==> config.mk <==
export PLATFORM = sky130hd
export DESIGN_NAME = npct_div
export DESIGN_NICKNAME = d
export VERILOG_FILES = /design/src/hw/rtl/npct_pkg.sv /design/src/hw/rtl/npct_div.sv
export SDC_FILE = /design/constraint.sdc
export NUM_CORES = 1
export LEC_CHECK = 0
export CORE_MARGIN = 2
export CORE_UTILIZATION = 30
export CTS_CLUSTER_DIAMETER = 40
export DETAILED_ROUTE_END_ITERATION = 16
export DONT_BUFFER_PORTS = 1
export PLACE_DENSITY = 0.54
export REMOVE_ABC_BUFFERS = 1
export SYNTH_ARGS = -nofsm -noshare
export SYNTH_HDL_FRONTEND = slang
export SYNTH_SLANG_ARGS = --single-unit
export TNS_END_PERCENT = 30
==> constraint.sdc <==
create_clock -name clk -period 6.1 [get_ports clk]
set_input_delay 0 -clock clk [delete_from_list [all_inputs] [get_ports clk]]
set_output_delay 0 -clock clk [all_outputs]
set_load 0.02 [all_outputs]
==> src/hw/rtl/npct_pkg.sv <==
// Package: constants, widths and the seed prime table for the nth-prime block.
`default_nettype none
package npct_pkg;
  localparam int TABLE_DEPTH = 4096;
  localparam int VALUE_WIDTH = 20;
  localparam int INDEX_WIDTH = 20;
  localparam int OUT_WIDTH   = 20;
  localparam int ADDR_W      = $clog2(TABLE_DEPTH);
  localparam int CNT_W       = $clog2(VALUE_WIDTH + 1);

  // highest entry held by the seed table after reset
  localparam logic [ADDR_W-1:0] SEED_TOP = ADDR_W'(4);

  localparam logic [VALUE_WIDTH-1:0] STEP_SHORT = VALUE_WIDTH'(2);
  localparam logic [VALUE_WIDTH-1:0] STEP_LONG  = VALUE_WIDTH'(4);

  // seed entries 0..4: 1,2,3,5,7
  function automatic logic [VALUE_WIDTH-1:0] seed_prime(input logic [2:0] sel);
    logic [VALUE_WIDTH-1:0] v;
    case (sel)
      3'd0:    v = VALUE_WIDTH'(1);
      3'd1:    v = VALUE_WIDTH'(2);
      3'd2:    v = VALUE_WIDTH'(3);
      3'd3:    v = VALUE_WIDTH'(5);
      3'd4:    v = VALUE_WIDTH'(7);
      default: v = '0;
    endcase
    return v;
  endfunction
endpackage
`default_nettype wire

==> src/hw/rtl/npct_div.sv <==
// Restoring divider, one quotient bit per cycle, gives quotient and remainder.
`default_nettype none
module npct_div (
  input  wire logic                             clk,
  input  wire logic                             rst,
  input  wire logic                             start,
  input  wire logic [npct_pkg::VALUE_WIDTH-1:0] dividend,
  input  wire logic [npct_pkg::VALUE_WIDTH-1:0] divisor,
  output logic                                  done,
  output logic      [npct_pkg::VALUE_WIDTH-1:0] quotient,
  output logic      [npct_pkg::VALUE_WIDTH-1:0] remainder
);
  import npct_pkg::*;

  logic [VALUE_WIDTH-1:0] dvsr;
  logic [CNT_W-1:0]       cnt;
  logic                   running;
  logic [VALUE_WIDTH:0]   trial;
  logic                   fits;

  // shift next dividend bit into the partial remainder
  assign trial = {remainder, quotient[VALUE_WIDTH-1]};
  assign fits  = (trial >= {1'b0, dvsr});

  always_ff @(posedge clk) begin
    if (rst) begin
      running <= 1'b0;
      done    <= 1'b0;
      cnt     <= '0;
    end else if (start) begin
      running   <= 1'b1;
      done      <= 1'b0;
      cnt       <= CNT_W'(VALUE_WIDTH);
      dvsr      <= divisor;
      quotient  <= dividend;
      remainder <= '0;
    end else if (running) begin
      remainder <= fits ? VALUE_WIDTH'(trial - {1'b0, dvsr}) : trial[VALUE_WIDTH-1:0];
      quotient  <= {quotient[VALUE_WIDTH-2:0], fits};
      cnt       <= cnt - CNT_W'(1);
      if (cnt == CNT_W'(1)) begin
        running <= 1'b0;
        done    <= 1'b1;
      end
    end
  end
endmodule
`default_nettype wire

Yosys cells after proc, flatten, opt, wreduce, memory -nomap -nowiden
Cells that the tools add are included.
Storage, ports and cells
  bits in registers: 67
  latch bits: 0
  memory bits (writable): 0
  ROM bits: 0
  input port bits: 43
  output and inout bits: 41
  logic and storage cells: 26
  memories: 0
Operators by class
  $add $sub $neg: 2
  multipliers: 0
  divide/modulo/power cells: 0
  $lt $le $gt $ge: 1
  equal/unequal tests: 1
  shift-type cells: 0
  mux-type cells: 9
  bitwise operators: 1
  reduce and logical (&&, ||, !) cells: 5
Operators by type and width (number)
  2-to-1 mux 20 bit: 4
  >= comparator 21 x 20 -> 1 bit: 1
  subtractor 20 bit: 1
  2-to-1 mux 5 bit: 2
  AND reduction 2 bit: 3
  equality test 5 x 1 -> 1 bit, second input constant: 1
  subtractor 5 x 1 -> 5 bit, second input constant: 1
  2-to-1 mux 1 bit: 3
  nonzero test 2 bit: 1
  OR reduction 2 bit: 1
  inverter 1 bit: 1

Longest topological paths before layout
Gate-level depths: netlist of the first run.
  depth in word-level cells: 4
  gate-level depth with buffers: 11
  depth with buffers taken out: 10

Worst setup path before layout of the first run
No wires, ideal clock.
  path type: input-to-reg
  start: input start
  end: register quotient[0] (netlist name), enable pin
  setup time: 0.437 ns
  arrival time: 2.350 ns
  path slack: 3.313 ns
  stages on the path: 4
  cells stage by stage: clkbuf_1 > buf_1 > nor2_1 > nor2_1
On the way
  cells in the longest elaborated chain, start to end: 2
Ends and longest elaborated chain
  start, declared: RTL line npct_div.sv:6  | input wire logic start,
  nonzero test 2 bit (no source line)
  AND reduction 2 bit (no source line)
  end signal, assigned: RTL line npct_div.sv:35  | quotient <= dividend;
  end signal, assigned: RTL line npct_div.sv:39  | quotient <= {quotient[VALUE_WIDTH-2:0], fits};
  end, declared: RTL line npct_div.sv:10  | output logic [npct_pkg::VALUE_WIDTH-1:0] quotient,
Every way passes these cells.
A chain may end at the register's enable or synchronous reset.

Worst setup path after layout of the first run
  start: register remainder[10] (netlist name)
  end: register remainder[4] (netlist name), data pin
On the way
  cells in the longest elaborated chain, start to end: 3
Ends and longest elaborated chain
  start, declared: RTL line npct_div.sv:11  | output logic [npct_pkg::VALUE_WIDTH-1:0] remainder
  start signal, assigned: RTL line npct_div.sv:38  | remainder <= fits ? VALUE_WIDTH'(trial - {1'b0, dvsr}) : trial[VALUE_WIDTH-1:0];
  >= comparator 21 x 20 -> 1 bit: RTL line npct_div.sv:23  | assign fits = (trial >= {1'b0, dvsr});
  2-to-1 mux 20 bit: RTL line npct_div.sv:38
  2-to-1 mux 20 bit: RTL line npct_div.sv:37  | end else if (running) begin
Every way passes these cells. The select of a mux whose other input is x is not followed.

==> flow_metrics.env, run 1 <==
export IMPL_grt_max_degree=44
export IMPL_netSwitchingPower_uw=423
export IMPL_drt_first_pass_iters=4
export IMPL_clk_path_buf_depth=2
export IMPL_yosys_warnings=0
export IMPL_synth_most_common_cell="edfxtp_1"
export IMPL_drc=0
export IMPL_seqPwrFrac_pct=42.3
export IMPL_nFillCells=1271
export IMPL_p_comb_share_pct=22.2
export IMPL_finalMaxSlewViolations=0
export IMPL_maxCapViolCount=0
export IMPL_ys_seq_area_share_pct=49.7
export IMPL_synth_avg_cell_area_um2=10.9
export IMPL_synth_async_sr_flop_share_pct=0
export IMPL_num_rows=41
export IMPL_crit_fanout=17
export IMPL_grt_pass1_wl_um=14700
export IMPL_synth_area_mm2=0.00391
export IMPL_final_area_mm2=0.00480
export IMPL_htreeDepth=3
export IMPL_p_sw_share_pct=29.7
export IMPL_root_buffer="clkbuf_16"
export IMPL_arrival_ns=2.96
export IMPL_status="completed"
export IMPL_max_freq_mhz=347
export IMPL_initial_utilization_pct=30.8
export IMPL_dpl_cell_count=518
export IMPL_finalHoldViolCount=0
export IMPL_min_from="start"
export IMPL_drt_iter0_drc=123
export IMPL_slowest_stage="edfxtp_1"
export IMPL_finish_utilization_pct=37.9
export IMPL_ys_top_cells_by_count="edfxtp_1, a21oi_1, nand2_1"
export IMPL_fin_cells=577
export IMPL_cp_required_ns=6.18
export IMPL_die_area_mm2=0.0140
export IMPL_worstSetupPathType="register to register"
export IMPL_nets=466
export IMPL_viasPerCell=4.88
export IMPL_ctsHoldBuffers=43
export IMPL_antennaDiodeCount=0
export IMPL_synth_edf_count=60
export IMPL_layout_drive_gt1_share_pct=12.6
export IMPL_die_y_um=118
export IMPL_synthDominantCellAreaShare_pct=46.1
export IMPL_vdd_drop_max_uv=156
export IMPL_yosysUniqueCellTypes=52
export IMPL_clkTransAtPathRegs_ns=0.06
export IMPL_post_cts_buffers=0
export IMPL_gp_congestion=0.819
export IMPL_setup_viol=0
export IMPL_hold_ws_ns=0.0153
export IMPL_post_dp_cell_area_mm2=0.00408
export IMPL_die_w_um=118
export IMPL_routed_wl_um=8850
export IMPL_synthFlopType="edfxtp_1"
export IMPL_r2r_start="remainder[10]$_SDFFCE_PP0P_"
export IMPL_ant_nets=0
export IMPL_regArea_mm2=0.00194
export IMPL_fin_crit_sh_pct=47.3
export IMPL_multi_input_area_mm2=0.00180
export IMPL_port_buffer_count=0
export IMPL_holdCritPathClass="primary input to register"
export IMPL_ys_ff_latch=67
export IMPL_worst_pin_slew_ns=0.641
export IMPL_end_kind="register"
export IMPL_clock_latency_ns=0.34
export IMPL_startpoint_type="register"
export IMPL_fin_skew_ns=0.00678
export IMPL_max_stage_delay_ns=0.52
export IMPL_startpoint="remainder[10]$_SDFFCE_PP0P_"
export IMPL_antenna_found_initial=0
export IMPL_power_mw=1.43
export IMPL_grt_pass1_vias=2910
export IMPL_place_worst_setup_slack_ns=3.21
export IMPL_cts_made_buffers=9
export IMPL_p_per_area_mw_per_mm2=297
export IMPL_synth_top_cell_by_area="edfxtp_1"
export IMPL_rsz0062_at_grt="false"
export IMPL_fin_crit_ns=2.88
export IMPL_cts_tree="yes"
export IMPL_dr_total_vias=2814
export IMPL_relSlewSlack_pct=56.2
export IMPL_layout_setup_ws_ns=3.22
export IMPL_post_cts_resize_count=0
export IMPL_internal_power_mw=1.00
export IMPL_io_pins=84
export IMPL_grt_overflow=0
export IMPL_hpwl_um=5880
export IMPL_synthTopCellsByArea="edfxtp_1, ha_1, mux2_2"
export IMPL_synthCells=357
export IMPL_core_area_mm2=0.0127
export IMPL_grt_usage_pct=13.2
export IMPL_clkPwrFrac_pct=35.5
export IMPL_crit_chain="ha_1, a21oi_2, a21boi_1, nor4_2, nand3_2, a31oi_4, or3_1, a21oi_1"
export IMPL_area_delta_synth_final_pct=23.0
export IMPL_avgRoutedWirePerCell_um=15.3
export IMPL_p_leak_nw=1.80
export IMPL_clock_sinks=67
export IMPL_fin_tns_setup_ns=0
==> flip-flops by register name, indices dropped and copies added, names as in the netlist <==
name / count
dvsr: 20
quotient: 20
remainder: 20
cnt: 5
done: 1
running: 1
==> critical path, delay by kind of cell, from the launching register on <==
kind / cells / cell delay (ns)
adders and majority gates: 1 / 0.46
DFF: 1 / 0.52
AOI/OAI and AO/OA: 4 / 0.84
and+or+nand+nor: 3 / 0.79
==> kinds of logic after synthesis <==
group	synth area share, %
AOI/OAI and AO/OA	15.7
xor gates and xnor gates	3.14
adders and majority gates	7.56
buffers and inverters	4.42
DFF	49.7
muxes	6.15
and+or+nand+nor	13.3
==> power by group through the flow <==
stage          clock, mW  combinational, mW  sequential (mW)
3_5_place_dp           0              0.286            0.615
3_3_place_gp           0              0.286            0.614
6_report           0.506              0.316            0.604
2_1_floorplan          0              0.234            0.605
5_1_grt            0.535              0.358            0.610
4_1_cts            0.523              0.318            0.606
==> path summary, 6_finish.rpt <==
path,endpoint,slack [ns],cells after the start
worst max-delay path,remainder[4]$_SDFFCE_PP0P_,3.22,8
worst min-delay path,cnt[3]$_SDFFE_PP0P_,0.02,2
worst max register to register,remainder[4]$_SDFFCE_PP0P_,3.22,8
worst min register to register,cnt[1]$_SDFFE_PP0P_,0.51,2
==> cell usage in the layout (no fill, tap or decap), drive strengths merged, types with 15 or more instances in the layout <==
| cell type | synthesis | final |
|---|---|---|
| edfxtp | 60 | 60 |
| nor3 | 16 | 16 |
| inv | 27 | 27 |
| a21oi | 35 | 35 |
| dlygate4sd3 | 0 | 42 |
| o21ai | 15 | 15 |
| ha | 22 | 22 |
| mux2 | 21 | 21 |
| nor2 | 25 | 25 |
| nand2 | 30 | 30 |
==> layout make-up <==
class	count	area share [%]
inverter	27	2.11
timing repair buffer	45	9.48
clock inverter	4	1.07
tap	172	4.48
multi-input combinational	250	37.5
sequential	67	40.4
clock buffer	12	4.92
==> routing by layer <==
metal | vias up | share of wire, % | track usage (%)
li1 | 1409 | - | -
met4 | 0 | 1.7 | 5.42
met1 | 1321 | 44 | 16.4
met2 | 72 | 46 | 20.6
met3 | 12 | 7.6 | 5.14
met5 | - | 0 | 0
No activity file was read; power rests on OpenSTA's default activity.
==> run 2, diff against run 1 <==
==> constraint.sdc (replaced) <==
create_clock -name clk -period 2.95 [get_ports clk]
set_input_delay 0 -clock clk [delete_from_list [all_inputs] [get_ports clk]]
set_output_delay 0 -clock clk [all_outputs]
set_load 0.02 [all_outputs]
==> flow_metrics.env, run 2 (synthesis gave the netlist of run 1 again) <==
export IMPL_status="finished, violations left"
export IMPL_violations="negative hold slack"
export IMPL_fin_crit_sh_pct=90.6
export IMPL_cts_tree="yes"
export IMPL_crit_fanout=15
export IMPL_crit_chain="ha_1, nor2b_1, o31a_1, o311ai_4, nand3_2, a31oi_4, buf_4, nand2_1, a21oi_1"
export IMPL_grt_max_degree=44
export IMPL_nets=488
export IMPL_post_dp_cell_area_mm2=0.00425
export IMPL_worstSetupPathType="register to register"
export IMPL_viasPerCell=4.94
export IMPL_dpl_cell_count=539
export IMPL_crit_family="compound AO/OA/AOI/OAI gates"
export IMPL_relSlewSlack_pct=58.1
export IMPL_drt_iter0_drc=121
export IMPL_vdd_drop_max_uv=322
export IMPL_ant_nets=0
export IMPL_internal_power_mw=2.11
export IMPL_final_area_mm2=0.00498
export IMPL_hpwl_um=6190
export IMPL_antennaDiodeCount=0
export IMPL_rsz0062_at_grt="false"
export IMPL_max_freq_mhz=374
export IMPL_biggestRegsByFlops="dvsr (20), quotient (20), remainder (20)"
export IMPL_cp_required_ns=3.14
export IMPL_cts_made_buffers=9
export IMPL_root_buffer="clkbuf_16"
export IMPL_finalHoldViolCount=1
export IMPL_htreeDepth=3
export IMPL_antenna_found_initial=0
export IMPL_p_leak_nw=1.91
export IMPL_core_area_mm2=0.0127
export IMPL_hold_ws_ns=-0.000472
export IMPL_clkTransAtPathRegs_ns=0.06
export IMPL_layout_drive_gt1_share_pct=16.9
export IMPL_clkPwrFrac_pct=34.7
export IMPL_finish_utilization_pct=39.3
export IMPL_mostFrequentLayoutCell="edfxtp_1"
export IMPL_grt_usage_pct=13.2
export IMPL_grt_overflow=0
export IMPL_drt_first_pass_iters=4
export IMPL_fin_crit_ns=2.67
export IMPL_arrival_ns=2.86
export IMPL_finalMaxSlewViolations=0
export IMPL_die_y_um=118
export IMPL_setup_viol=0
export IMPL_netSwitchingPower_uw=883
export IMPL_slowest_stage="a31oi_4"
export IMPL_avgRoutedWirePerCell_um=14.9
export IMPL_gp_congestion=0.807
export IMPL_clock_latency_ns=0.33
export IMPL_maxCapViolCount=0
export IMPL_port_buffer_count=0
export IMPL_startpoint_type="register"
export IMPL_initial_utilization_pct=30.8
export IMPL_clk_path_buf_depth=2
export IMPL_worst_path_buf_inv=1
export IMPL_worst_pin_slew_ns=0.612
export IMPL_fin_skew_ns=0.00686
export IMPL_io_pins=84
export IMPL_seqPwrFrac_pct=40.1
export IMPL_most_common_layout_cells="edfxtp_1, dlygate4sd3_1, a21oi_1"
export IMPL_p_per_area_mw_per_mm2=601
export IMPL_clock_sinks=67
export IMPL_end_kind="register"
export IMPL_p_comb_share_pct=25.1
export IMPL_area_delta_synth_final_pct=27.6
export IMPL_grt_pass1_wl_um=14800
export IMPL_fin_tns_setup_ns=0
export IMPL_fin_cells=599
export IMPL_post_cts_buffers=0
export IMPL_num_rows=41
export IMPL_p_sw_share_pct=29.5
export IMPL_dr_total_vias=2962
export IMPL_holdCritPathClass="primary input to register"
export IMPL_die_area_mm2=0.0140
export IMPL_max_stage_delay_ns=0.46
export IMPL_routed_wl_um=8910
export IMPL_drc=0
export IMPL_die_w_um=118
export IMPL_grt_pass1_vias=2925
-- run 2: cell count changes in the layout (fill, tap and decap cells not counted) --
cell	before	now
buf_12	1	2
buf_4	2	22
dlygate4sd3_1	42	43
-- run 2: cell type report --
cell class	instances	area (µm²)
repair buffers	67	636
clock buffers	12	236
inverters	27	101
fillers	1265	7690
flip-flops and latches	67	1940
clock inverters	4	51.3
well taps	172	215
multi-input cells	250	1800
-- run 2: metrics by stage --
stage	total power, mW	setup slack [ns]
global placement	1.91	0.293
finish	3.00	0.277
detailed placement	1.91	0.251
CTS	3.03	0.255
global route	3.16	0.0384
floorplan	1.73	0.345
-- run 2: repair_timing --
action                                 CTS  global route
hold buffers                            44             0
gates resized for setup                  0             0
endpoints found under the hold margin   85             0
-- run 2: metal layers --
| metal | vias to the layer above | track usage [%] | part of all wire (%) |
|---|---|---|---|
| li1 | 1456 | - | - |
| met2 | 78 | 20.8 | 47 |
| met3 | 8 | 5.09 | 7.1 |
| met4 | 0 | 4.29 | 1.3 |
| met1 | 1420 | 16.6 | 45 |
| met5 | - | 0 | 0 |
-- run 2: final timing paths --
kind	end	cells past startpoint	start	slack, ns
max reg2reg	remainder[17]$_SDFFCE_PP0P_	9	remainder[0]$_SDFFCE_PP0P_	0.28
min	cnt[3]$_SDFFE_PP0P_	2	start	-0.0005
min reg2reg	cnt[1]$_SDFFE_PP0P_	2	cnt[1]$_SDFFE_PP0P_	0.50
max	remainder[17]$_SDFFCE_PP0P_	9	remainder[0]$_SDFFCE_PP0P_	0.28
-- run 2: power groups by stage --
| stage | Clock [mW] | Combinational [mW] | Sequential (mW) |
|---|---|---|---|
| floorplan | 0 | 0.483 | 1.25 |
| global placement | 0 | 0.685 | 1.22 |
| detailed placement | 0 | 0.690 | 1.22 |
| CTS | 1.07 | 0.757 | 1.20 |
| global route | 1.11 | 0.843 | 1.21 |
| finish | 1.04 | 0.754 | 1.20 |
==> run 3, diff against run 2 <==
--- a/config.mk
+++ b/config.mk
@@ -5,6 +5,7 @@
 export SDC_FILE = /design/constraint.sdc
 export NUM_CORES = 1
 export LEC_CHECK = 0
+export CORE_ASPECT_RATIO = 2
 export CORE_MARGIN = 2
 export CORE_UTILIZATION = 30
 export CTS_CLUSTER_DIAMETER = 40
==> flow_metrics.env, run 3 (synthesis gave the netlist of run 1 again) <==
export IMPL_finalMaxSlewViolations=0
export IMPL_reg2regPathDepth=10
export IMPL_drt_iter0_drc=156
export IMPL_worst_pin_slew_ns=0.623
export IMPL_ctsHoldBuffers=44
export IMPL_r2r_slack_ns=0.26
export IMPL_holdCritPathClass="primary input to register"
export IMPL_routed_wl_um=9320
export IMPL_root_buffer="clkbuf_16"
export IMPL_finish_utilization_pct=38.7
export IMPL_die_area_mm2=0.0140
export IMPL_cp_required_ns=3.09
export IMPL_fin_skew_ns=0.00473
export IMPL_area_delta_synth_final_pct=27.2
export IMPL_seqPwrFrac_pct=40.7
export IMPL_crit_fanout=3
export IMPL_netSwitchingPower_uw=904
export IMPL_p_sw_share_pct=30.5
export IMPL_mostFrequentLayoutCell="edfxtp_1"
export IMPL_dr_total_vias=2925
export IMPL_ant_nets=0
export IMPL_layout_drive_gt1_share_pct=17.8
export IMPL_grt_usage_pct=13.9
export IMPL_num_rows=59
export IMPL_setup_viol=0
export IMPL_relSlewSlack_pct=57.4
export IMPL_hpwl_um=6460
export IMPL_post_cts_resize_count=0
export IMPL_maxCapViolCount=0
export IMPL_most_common_layout_cells="edfxtp_1, dlygate4sd3_1, a21oi_1"
export IMPL_nets=489
export IMPL_power_mw=2.96
export IMPL_fin_crit_sh_pct=91.2
export IMPL_antenna_found_initial=0
export IMPL_startpoint_type="register"
export IMPL_p_comb_share_pct=25.7
export IMPL_max_freq_mhz=372
export IMPL_fin_crit_ns=2.69
export IMPL_avgRoutedWirePerCell_um=16.1
export IMPL_antennaDiodeCount=0
export IMPL_viasPerCell=5.04
export IMPL_rsz0062_at_grt="false"
export IMPL_gp_congestion=0.826
export IMPL_fin_tns_setup_ns=0
export IMPL_finalHoldViolCount=0
export IMPL_cts_made_buffers=9
export IMPL_grt_max_degree=44
export IMPL_biggestRegsByFlops="dvsr (20), quotient (20), remainder (20)"
export IMPL_initial_utilization_pct=30.4
export IMPL_die_w_um=84.7
export IMPL_post_cts_buffers=0
export IMPL_r2r_start="quotient[19]$_DFFE_PP_"
export IMPL_port_buffer_count=0
export IMPL_end_kind="register"
export IMPL_vdd_drop_max_uv=370
export IMPL_worstSetupPathType="register to register"
export IMPL_core_area_mm2=0.0128
export IMPL_htreeDepth=3
export IMPL_cts_tree="yes"
export IMPL_clkTransAtPathRegs_ns=0.06
export IMPL_grt_pass1_wl_um=15000
export IMPL_drc=0
export IMPL_clock_sinks=67
export IMPL_clkPwrFrac_pct=33.6
export IMPL_p_per_area_mw_per_mm2=596
export IMPL_io_pins=84
export IMPL_p_leak_nw=1.93
export IMPL_setup_worst_path_end="remainder[16]$_SDFFCE_PP0P_"
export IMPL_reg2reg_to="remainder[16]$_SDFFCE_PP0P_"
export IMPL_startpoint="quotient[19]$_DFFE_PP_"
export IMPL_grt_overflow=0
export IMPL_drt_first_pass_iters=4
export IMPL_arrival_ns=2.83
export IMPL_clk_path_buf_depth=2
export IMPL_grt_pass1_vias=3032
export IMPL_internal_power_mw=2.06
export IMPL_die_y_um=165
export IMPL_status="completed"
export IMPL_clock_latency_ns=0.33
[run 3: layer usage]
metal  wire length [µm]  global-route usage, %  vias up
li1                   -                      -     1463
met1               3940                   16.3     1364
met2               4560                   22.7       86
met3                634                   5.57       12
met4                192                   5.34        0
met5                  0                      0        -
[run 3: power by group through the flow]
stage                     Sequential [mW]  Combinational (mW)  Clock (mW)
after global routing                 1.21               0.849        1.08
final                                1.21               0.762       0.995
after global placement               1.22               0.700           0
after detailed placement             1.22               0.700           0
after floorplan                      1.25               0.483           0
after CTS                            1.21               0.769        1.03
[run 3: worst min-delay path by stage]
stage,endpoint,cells after the start,slack (ns),startpoint
finish,cnt[3]$_SDFFE_PP0P_,2,0.03,start
global route,cnt[0]$_SDFFE_PP0P_,2,0.03,start
CTS,cnt[3]$_SDFFE_PP0P_,2,0.02,start
detailed placement,cnt[4]$_SDFFE_PP0N_,1,0.07,rst
global placement,cnt[4]$_SDFFE_PP0N_,1,0.07,rst
floorplan,cnt[2]$_SDFFE_PP0N_,1,0.07,rst
[run 3: through the flow]
step           hold slack, ns  setup WS [ns]  std cells  area, µm²
2_1_floorplan          0.0691          0.345        344       3840
3_3_place_gp           0.0712          0.270        520       4240
3_5_place_dp           0.0746          0.271        520       4240
4_1_cts                0.0193          0.250        580       4970
5_1_grt                0.0305         0.0619        580       4970
6_report               0.0253          0.258        580       4970
[run 3: final cells by class]
cell class | count | area, µm²
fillers | 1298 | 7880
flip-flops and latches | 67 | 1940
multi-input cells | 250 | 1800
repair buffers | 68 | 656
clock buffers | 10 | 239
well taps | 152 | 190
inverters | 27 | 101
clock inverters | 6 | 37.5
[run 3: critical path: stages, from the launching register on]
cell and delay, ns:
edfxtp_1 0.38, inv_1 0.07, ha_1 0.20, fa_1 0.23
nor2b_1 0.09, o2111ai_1 0.18, o21ai_0 0.15, or4_1 0.44
nand4_1 0.17, mux2_2 0.36, o41ai_1 0.23
